<file path="src/rtl/poac_pkg.sv">
`default_nettype none
package poac_pkg;

	localparam int BLOCK_ID_W = 8;
	localparam int LEAF_PORT_W = 7;
	localparam int COUNT_PORT_W = 7;
	localparam int THRESH_W = 7;

	localparam logic [1:0] FUNC_ACCESS  = 2'd0;
	localparam logic [1:0] FUNC_DUMMY   = 2'd1;
	localparam logic [1:0] FUNC_INSTALL = 2'd2;
	localparam logic [1:0] FUNC_UNUSED  = 2'd3;

	localparam logic CFG_UPPER = 1'b0;
	localparam logic CFG_LOWER = 1'b1;

	localparam logic [6:0] UPPER_RESET = 7'd48;
	localparam logic [6:0] LOWER_RESET = 7'd16;

	typedef enum logic [3:0] {
		OP_NONE,
		OP_CLEAR,
		OP_LOAD,
		OP_DECODE,
		OP_RP_FILLW,
		OP_RP_PUSH,
		OP_RP_NEXT,
		OP_EV_FILLW,
		OP_EV_RD,
		OP_EV_LM,
		OP_EV_CMP,
		OP_EV_END,
		OP_FINISH
	} poac_op_t;

	typedef struct packed {
		logic clear_done;
		logic invalid;
		logic install;
		logic fill_zero;
		logic slot_last;
		logic level_zero;
		logic scan_end;
		logic skip_rest;
		logic bucket_full;
		logic out_free;
	} poac_status_t;

endpackage
`default_nettype wire

</file>
<file path="src/rtl/poac_ctrl.sv">
`default_nettype none
module poac_ctrl
	import poac_pkg::*;
(
	input  wire logic         clk,
	input  wire logic         arst_n,
	input  wire logic         in_valid,
	output logic              in_ready,
	input  wire poac_status_t status,
	output poac_op_t          op
);

	typedef enum logic [3:0] {
		S_CLEAR,
		S_IDLE,
		S_DECODE,
		S_RP_FILL,
		S_RP_FILLW,
		S_RP_SLOT,
		S_RP_PUSH,
		S_RP_NEXT,
		S_EV_FILL,
		S_EV_FILLW,
		S_EV_RD,
		S_EV_LM,
		S_EV_CMP,
		S_EV_END,
		S_FINISH
	} state_t;

	state_t state_q;

	assign in_ready = (state_q == S_IDLE);

	always_comb begin
		case (state_q)
			S_CLEAR:    op = OP_CLEAR;
			S_IDLE:     op = in_valid ? OP_LOAD : OP_NONE;
			S_DECODE:   op = OP_DECODE;
			S_RP_FILLW: op = OP_RP_FILLW;
			S_RP_PUSH:  op = OP_RP_PUSH;
			S_RP_NEXT:  op = OP_RP_NEXT;
			S_EV_FILLW: op = OP_EV_FILLW;
			S_EV_RD:    op = OP_EV_RD;
			S_EV_LM:    op = OP_EV_LM;
			S_EV_CMP:   op = OP_EV_CMP;
			S_EV_END:   op = OP_EV_END;
			S_FINISH:   op = OP_FINISH;
			default:    op = OP_NONE;
		endcase
	end

	always_ff @(posedge clk or negedge arst_n) begin
		if (!arst_n) begin
			state_q <= S_CLEAR;
		end else begin
			case (state_q)
				S_CLEAR: begin
					if (status.clear_done) state_q <= S_IDLE;
				end
				S_IDLE: begin
					if (in_valid) state_q <= S_DECODE;
				end
				S_DECODE: begin
					if (status.invalid) state_q <= S_FINISH;
					else if (status.install) state_q <= S_EV_FILL;
					else state_q <= S_RP_FILL;
				end
				S_RP_FILL:  state_q <= S_RP_FILLW;
				S_RP_FILLW: state_q <= status.fill_zero ? S_RP_NEXT : S_RP_SLOT;
				S_RP_SLOT:  state_q <= S_RP_PUSH;
				S_RP_PUSH:  state_q <= status.slot_last ? S_RP_NEXT : S_RP_SLOT;
				S_RP_NEXT:  state_q <= status.level_zero ? S_EV_FILL : S_RP_FILL;
				S_EV_FILL:  state_q <= S_EV_FILLW;
				S_EV_FILLW: state_q <= S_EV_RD;
				S_EV_RD: begin
					if (status.scan_end || status.skip_rest) state_q <= S_EV_END;
					else state_q <= S_EV_LM;
				end
				S_EV_LM:  state_q <= status.bucket_full ? S_EV_RD : S_EV_CMP;
				S_EV_CMP: state_q <= S_EV_RD;
				S_EV_END: state_q <= status.level_zero ? S_FINISH : S_EV_FILL;
				S_FINISH: begin
					if (status.out_free) state_q <= S_IDLE;
				end
				default: state_q <= S_IDLE;
			endcase
		end
	end

endmodule
`default_nettype wire

</file>
<file path="config.mk">
export PLATFORM = sky130hd
export DESIGN_NAME = poac_ctrl
export DESIGN_NICKNAME = d
export VERILOG_FILES = /design/src/rtl/poac_pkg.sv /design/src/rtl/poac_ctrl.sv
export SDC_FILE = /design/constraint.sdc
export NUM_CORES = 1
export LEC_CHECK = 0
export BUFFER_PORTS_ARGS = -buffer_cell sky130_fd_sc_hd__buf_2
export CORE_AREA = 10 10 47 49
export CTS_BUF_LIST = sky130_fd_sc_hd__clkbuf_4 sky130_fd_sc_hd__clkbuf_8
export CTS_CLUSTER_DIAMETER = 30
export DETAILED_ROUTE_END_ITERATION = 16
export DIE_AREA = 0 0 57 59
export HOLD_SLACK_MARGIN = 0.1
export PLACE_DENSITY_LB_ADDON = 0.25
export SLEW_MARGIN = 20
export SYNTH_ARGS = -nofsm -noshare
export SYNTH_HDL_FRONTEND = slang
export SYNTH_SLANG_ARGS = --single-unit
</file>
<file path="constraint.sdc">
create_clock -name clk -period 1.6 [get_ports clk]
set_input_delay 0.08 -clock clk [delete_from_list [all_inputs] [get_ports clk]]
set_output_delay 0.08 -clock clk [all_outputs]
set_load 0.03 [all_outputs]
</file>
Yosys cells after proc, flatten, opt, wreduce, memory -nomap -nowiden
Cells that the tools add are included.
{"block": "classes", "n_eq_ne": 17, "muxes": 14, "n_reduce_logical": 4}
{"operator": "4-bit case mux with 14 select lines", "count": 1}
{"operator": "4-bit case mux with 12 select lines", "count": 1}
{"operator": "4-bit == test (second input constant)", "count": 7}
{"operator": "4-bit 2-to-1 mux", "count": 6}
{"operator": "4-bit by 3-bit == test with 1-bit output (second input constant)", "count": 4}
{"operator": "3-bit 2-to-1 mux", "count": 3}
{"operator": "4-bit by 2-bit == test with 1-bit output (second input constant)", "count": 2}
{"operator": "2-bit 2-to-1 mux", "count": 3}
{"operator": "2-bit != test (second input constant)", "count": 3}
{"operator": "4-bit by 1-bit == test with 1-bit output (second input constant)", "count": 1}
{"operator": "4-bit zero test", "count": 1}
{"operator": "3-bit AND reduction", "count": 1}
{"operator": "2-bit OR reduction", "count": 1}
{"operator": "1-bit logical OR", "count": 1}
{"block": "word_totals", "register_bits": 4, "inputBits": 13, "out_inout_bits": 5, "word_cells": 36}

Logic depth before layout (Yosys ltp)
Gate-level depths: netlist (run 1).
{"block": "logic_depth", "word_depth": 3, "mapped_depth": 6, "ltp_nobuf": 4}

Worst setup path after synthesis (run 1)
No wires, ideal clock.
{"block": "synth_path", "kind": "reg-to-output", "from": "reg state_q[2]", "to": "out op[2]", "arrival_time_ps": 1459, "required_ps": 1520, "path_slack_ps": 61, "stages_incl_launch_ff": 4, "path_buffers": 2, "path_cell_list": "dfrtp_1 buf_4 buf_2 o31ai_1"}
{"block": "synth_between", "elab_chain_cells": 2, "elab_cells_between_ends": 13, "classes_between": "eq/ne (11); mux (1); reduce/logical (1)"}
{"item": "start, declared", "line_no": "poac_ctrl.sv:31", "rtl": "state_t state_q;"}
{"item": "start signal, assigned", "line_no": "poac_ctrl.sv:70", "rtl": "S_RP_FILLW: state_q <= status.fill_zero ? S_RP_NEXT : S_RP_SLOT;"}
{"item": "start signal, assigned", "line_no": "poac_ctrl.sv:72", "rtl": "S_RP_PUSH: state_q <= status.slot_last ? S_RP_NEXT : S_RP_SLOT;"}
{"item": "start signal, assigned", "line_no": "poac_ctrl.sv:73", "rtl": "S_RP_NEXT: state_q <= status.level_zero ? S_EV_FILL : S_RP_FILL;"}
{"item": "4-bit == test (tied with other cells)", "line_no": "poac_ctrl.sv:36", "rtl": "case (state_q)"}
{"item": "4-bit case mux with 12 select lines (*)", "line_no": "poac_ctrl.sv:36"}
{"item": "end, declared", "line_no": "poac_ctrl.sv:10", "rtl": "output poac_op_t op"}
Mark *: on every way between the ends. The rest lies on a longest branch, timed or not.

Worst setup path after layout (run 1)
{"block": "layout_path", "from": "reg state_q[2]", "to": "out op[1]"}
Same word-level chain as after synthesis.

==> reports/results.tsv, run 1 <==
stage	metric	value	unit
route	vias	598	
power	power.total	0.001502	W
sta	finalSetupViolCount	0	
synth	synth_edf_count	0	
run	drv_cap	0	
sta	clock_skew	1.525	ps
sta	worstMarginPinSlew	437.8	ps
clocking	htreeDepth	1	
hold_path	hold_path.class	primary input to flip-flop	
sta	timing.fmax	0.6603	GHz
setup_path	cp_cell_sequence	and2_2 -> a211oi_1 -> a21oi_1 -> buf_2	
route	finalWirelength	1.544	mm
grt	grt-ovfl-total	0	
power	power_leakage	0.3137	nW
placed_design	dp.cells	100	
route	drt_iter0_markers	16	
sta	slew_violations	0	
setup_path	worst_path_largest_cell_delay	490	ps
floorplanning	ios	18	
synth	syn_inst	68	
route	ant_nets	0	
power	power_density	2125	nW/um2
placed_design	io_buffers	17	
grt	grt_pass1_wl	2.622	mm
placed_design	dpl.hpwl	1.113	mm
setup_path	timing.critical_path.buf_inv	1	
outcome	status	finished, final reports clean	
floorplanning	die_w	57	um
final_layout	largest_register_ffs	4	
route	routedWlPerCell	14.17	um
setup_path	crit_family	flip-flops	
setup_path	cpMaxStageDelayCell	dfrtp_2	
sta	hold_violations	0	
floorplanning	core_area	1401	um2
setup_path	critPathLaunchType	flip-flop	
setup_path	end_kind	output port	
final_layout	drive_gt1_frac	0.4624	
setup_path	cp_max_fo	15	
setup_path	arrival	1430	ps
sta	period_share	0.9466	
synth	synth_ff_type	dfrtp_1	
synth	yosys_warnings	0	
clocking	clk_path_buf_depth	2	
synth	synth_seq_area_share	0.1874	
final_layout	area_growth	32.32	%
grt	grt_antenna_before_repair	0	
grt	grt.total_usage	0.09193	
placed_design	gp_congestion	0.7830	
floorplanning	start_util	0.3812	
setup_path	cp.required	1520	ps
final_layout	top_register	state_q	
clocking	cts.sinks	4	
grt	grt_max_degree	20	
clocking	clk_latency	230	ps
synth	mappedNetlistArea	534.3	um2
sta	min_period	1515	ps
route	drc	0	
floorplanning	die_y	59	um
floorplanning	dieArea	3363	um2
sta	slew_headroom	0.7006	
setup_path	worst-setup-path-type	flip-flop to output port	
route	routed_via_density	5.486	
sta	final.setup.tns	0	ps
clocking	clk_pin_slew	40	ps
clocking	cts_tree	built	
clocking	cts-root-buf	clkbuf_4	
placed_design	place_area	631.9	um2
synth	synthArstFlopShare	1.000	
final_layout	postLayoutCellArea	706.9	um2
synth	synth_fp_nets	81	
power	ir_drop	0.0009357	V
final_layout	fin_nets	108	
final_layout	diodes	0	
floorplanning	rows	14	
grt	first_global_vias	583	
final_layout	fillers	151	
final_layout	largestRegisters	state_q (4)	
clocking	numCtsBuffers	3	
synth	ys_ff_latch	4	
synth	postSynthAreaPerCell	7.857	um2
final_layout	final_cell_count_no_fill	109	
synth	ys_types	36	
route	drt-pass1-iter-count	4	
## worst reg2reg max path, cell delays in order, from the launching register on
cell      delay, ps
dfrtp_2         460
buf_4           160
nor3b_1         260
nor4_2           90
nor4_1          300
a311oi_1         80
## what timing repair did
action                                 in CTS  in global routing
pin swaps                                   0                  0
resized for setup                           2                  4
setup endpoints to repair                   3                  3
endpoints found under the hold margin       4                  0
buffers inserted                            0                  5
hold buffers                                1                  0
## path summary, 6_finish.rpt
kind / from / endpoint / slack (ps) / depth (start not counted)
worst max-delay path: state_q[2]$_DFFE_PN0P_ / op[1] / 90 / 4
worst min-delay path: status[4] / state_q[3]$_DFFE_PN0P_ / 180 / 3
worst max register to register: state_q[3]$_DFFE_PN0P_ / state_q[1]$_DFFE_PN0P_ / 110 / 5
worst min register to register: state_q[3]$_DFFE_PN0P_ / state_q[3]$_DFFE_PN0P_ / 660 / 2
max in group asynchronous: arst_n / state_q[2]$_DFFE_PN0P_ / 1260 / 2
min in group asynchronous: arst_n / state_q[1]$_DFFE_PN0P_ / 200 / 2
## layer usage
| metal | routed length [um] | part of all wire | vias to the layer above | track usage |
|---|---|---|---|---|
| met5 | 0 | 0 | - | 0 |
| met4 | 17 | 0.011 | 0 | 0.03020 |
| met3 | 87 | 0.056 | 2 | 0.02361 |
| met2 | 722 | 0.47 | 20 | 0.1411 |
| met1 | 717 | 0.46 | 272 | 0.1211 |
| li1 | - | - | 304 | - |
## cell type report
type,count,area (um2),area share
sequential,4,105.1,0.1487
timing repair buffer,30,185.2,0.2619
tap,16,20.02,0.02832
multi-input combinational,53,362.8,0.5133
clock buffer,3,22.52,0.03186
inverter,3,11.26,0.01593
## cells in the mapped netlist (2+ instances only)
master | instances | area share
o21ai_0 | 7 | 0.066
a21oi_1 | 6 | 0.056
nand2_1 | 6 | 0.042
nand2b_1 | 5 | 0.059
dfrtp_1 | 4 | 0.19
buf_2 | 3 | 0.028
buf_4 | 3 | 0.042
inv_1 | 3 | 0.021
a211oi_1 | 2 | 0.028
buf_6 | 2 | 0.042
nor3_1 | 2 | 0.019
## cells by family (layout without fill, tap and decap cells)
group / Yosys count / after routing / synth area share
compound gates: 28 / 28 / 0.3724
xor+xnor: 1 / 1 / 0.01640
buf+inv: 11 / 36 / 0.1335
flops: 4 / 4 / 0.1874
simple gates: 24 / 24 / 0.2904
## layout by cell type (no fill, tap or decap), types with 3 or more instances in the layout
cell type | netlist | layout
buf_2 | 3 | 17
buf_4 | 3 | 12
o21ai_0 | 7 | 7
nand2_1 | 6 | 6
a21oi_1 | 6 | 6
nand2b_1 | 5 | 5
dfrtp_2 | 0 | 4
inv_1 | 3 | 3
clkbuf_4 | 0 | 3
## where the power goes
| part | internal (W) | switching, W | total, W | leakage, nW |
|---|---|---|---|---|
| clock | 0.0000837 | 0.0000376 | 0.000121 | 0.0138 |
| sequential | 0.000161 | 0.000119 | 0.000280 | 0.0426 |
| combinational | 0.000490 | 0.000611 | 0.00110 | 0.257 |
## per-stage QoR
| stage | worst slack [ps] | utilization | hold WS [ps] |
|---|---|---|---|
| 2_1_floorplan | 60.79 | - | -215.6 |
| 3_3_place_gp | 137.7 | 0.4509 | -111.0 |
| 3_5_place_dp | 153.9 | 0.4509 | -109.6 |
| 4_1_cts | 21.73 | 0.4759 | 170.5 |
| 5_1_grt | -14.55 | 0.5045 | 200.4 |
| 6_report | 85.43 | 0.5045 | 176.4 |
Note: power is estimated with default switching activity, not from simulation.
==> run 2, diff against run 1 <==
--- a/config.mk
+++ b/config.mk
@@ -5,6 +5,7 @@
 export SDC_FILE = /design/constraint.sdc
 export NUM_CORES = 1
 export LEC_CHECK = 0
+export ABC_AREA = 1
 export BUFFER_PORTS_ARGS = -buffer_cell sky130_fd_sc_hd__buf_2
 export CORE_AREA = 10 10 47 49
 export CTS_BUF_LIST = sky130_fd_sc_hd__clkbuf_4 sky130_fd_sc_hd__clkbuf_8
==> run 2 against run 1 <==
Hold slack got worse by 48 ps; register-to-register slack gained 190 ps; cell count is 17% higher; flip-flop and latch count is the same; synthesized cell count grew 34%; count of clock-buffer cells in the layout is the same; via count increased by 6.9%; final area decreased by 10%; total power shrank 10%; clock skew rose by 3.4 ps; first-iteration DRC count increased by 38%.
==> reports/results.tsv, run 2 <==
stage	metric	value	unit
route	drc	0	
synth	yosys_warnings	0	
power	intPower	0.0005576	W
power	swShare	0.5867	
power	net-switching-power	0.0007916	W
route	routed_via_density	4.992	
sta	timing.fmax	0.6655	GHz
synth	mappedNetlistArea	464.2	um2
grt	first_global_vias	617	
setup_path	critPathLaunchType	flip-flop	
hold_path	hold_path.class	primary input to flip-flop	
synth	synthArstFlopShare	1.000	
clocking	clk_path_buf_depth	2	
floorplanning	core_area	1401	um2
sta	final.setup.tns	0	ps
setup_path	arrival	1420	ps
sta	clock_skew	4.883	ps
grt	grt.total_usage	0.08737	
power	power_frac_seq	0.185	
floorplanning	dieArea	3363	um2
sta	timing.final.ws_setup	97.42	ps
synth	synth_edf_count	0	
setup_path	end_kind	output port	
final_layout	largestRegisters	state_q (4)	
clocking	htreeDepth	1	
sta	hold_violations	0	
synth	ys_types	11	
floorplanning	die_w	57	um
placed_design	dpl.hpwl	1.240	mm
final_layout	final_common_cell	nand2_1	
final_layout	diodes	0	
sta	slew_headroom	0.8020	
floorplanning	die_y	59	um
sta	finalSetupViolCount	0	
floorplanning	ios	18	
synth	postSynthAreaPerCell	5.101	um2
power	power_density	2131	nW/um2
grt	grt_pass1_wl	2.449	mm
power	comb_power_share	0.723	
grt	grt_antenna_before_repair	0	
route	drt-pass1-iter-count	4	
route	finalWirelength	1.533	mm
setup_path	cp.required	1520	ps
setup_path	cp_max_fo	4	
placed_design	gp_congestion	0.8907	
final_layout	final_cell_mix	nand2_1, inv_1, buf_2	
placed_design	io_buffers	17	
floorplanning	rows	14	
run	drv_cap	0	
synth	synth_top_cells_by_count	nand2_1, inv_1, nor2_1	
route	routedWlPerCell	11.98	um
sta	slew_violations	0	
clocking	clk_pin_slew	40	ps
synth	synth_top_area_share	0.2507	
synth	yosys-top-cells-area	nand2_1, dfrtp_1, inv_1, nor2_1, nand3_1	
final_layout	fin_nets	127	
floorplanning	start_util	0.3312	
grt	grt-ovfl-total	0	
setup_path	worst-setup-path-type	flip-flop to output port	
final_layout	largest_register_ffs	4	
clocking	cts-root-buf	clkbuf_4	
power	ir_drop	0.001048	V
clocking	clk_latency	240	ps
sta	worstMarginPinSlew	296.0	ps
synth	syn_inst	91	
clocking	cts_tree	built	
power	power_leakage	0.3714	nW
synth	yosysMostFrequentCell	nand2_1	
clocking	numCtsBuffers	3	
synth	ys_ff_latch	4	
route	ant_nets	0	
final_layout	top_register	state_q	
outcome	status	finished, final reports clean	
grt	grt_max_degree	7	
route	vias	639	
synth	synth_seq_area_share	0.2156	
route	drt_iter0_markers	22	
placed_design	pre_cts_ws	203.3	ps
synth	synth_fp_nets	104	
final_layout	area_growth	36.39	%
sta	min_period	1503	ps
final_layout	drive_gt1_frac	0.2500	
synth	synth_ff_type	dfrtp_1	
power	power.share.clock	0.092	
synth	synth_top_area_cell	nand2_1	
sta	whs	128.2	ps
power	power.total	0.001349	W
sta	period_share	0.9391	
final_layout	fillers	167	
clocking	cts.sinks	4	
-- run 2: stage by stage --
step           area [um2]  instances    util
2_1_floorplan       464.2         91       -
3_3_place_gp        569.3        124  0.4063
3_5_place_dp        569.3        124  0.4063
4_1_cts             606.8        128  0.4330
5_1_grt             633.1        128  0.4518
6_report            633.1        128  0.4518
-- run 2: routing by layer --
layer | wire, um | global-route usage | up-vias
li1 | - | - | 329
met1 | 652 | 0.09762 | 278
met5 | 0 | 0 | -
met4 | 27 | 0.04027 | 0
met2 | 737 | 0.1473 | 28
met3 | 115 | 0.02790 | 4
-- run 2: power groups by stage --
stage,Combinational [W],Clock (W),Sequential [W]
finish,0.000976,0.000124,0.000250
global route,0.00110,0.000138,0.000258
CTS,0.000933,0.000128,0.000222
detailed placement,0.000921,0,0.000214
global placement,0.000937,0,0.000215
floorplan,0.000688,0,0.000202
-- run 2: what timing repair did --
action	CTS	global route
resized for setup	1	11
pin swaps	0	2
hold endpoints to repair	4	0
hold buffers	1	0
endpoints found under the setup margin	1	3
buffers inserted	0	0
-- run 2: worst paths after layout --
path	end	cells past startpoint	startpoint	slack [ps]
max in group asynchronous	state_q[0]$_DFFE_PN0P_	2	arst_n	1280
worst max-delay path	op[1]	6	state_q[3]$_DFFE_PN0P_	100
worst max register to register	state_q[1]$_DFFE_PN0P_	9	state_q[3]$_DFFE_PN0P_	300
worst min register to register	state_q[3]$_DFFE_PN0P_	3	state_q[0]$_DFFE_PN0P_	710
worst min-delay path	state_q[0]$_DFFE_PN0P_	4	in_valid	130
min in group asynchronous	state_q[2]$_DFFE_PN0P_	2	arst_n	190
-- run 2: cells by family (layout without fill, tap and decap cells) --
family | after synthesis | count (layout) | synth area share
and+or+nand+nor | 59 | 59 | 0.5229
AOI/OAI and AO/OA | 12 | 12 | 0.1321
DFF | 4 | 4 | 0.2156
buffers and inverters | 16 | 37 | 0.1294
-- run 2: critical path, cell delays in order, from the launching register on --
cell,delay (ps)
dfrtp_2,440
inv_1,110
nand2_1,120
nor2_1,190
nor3_1,90
nand2_1,60
clkbuf_4,180
-- run 2: layout make-up --
class | instances | area (um2) | area share
multi-input combinational | 71 | 329.1 | 0.5198
inverter | 16 | 60.06 | 0.09486
tap | 16 | 20.02 | 0.03162
timing repair buffer | 18 | 97.59 | 0.1542
sequential | 4 | 103.9 | 0.1640
clock buffer | 3 | 22.52 | 0.03557
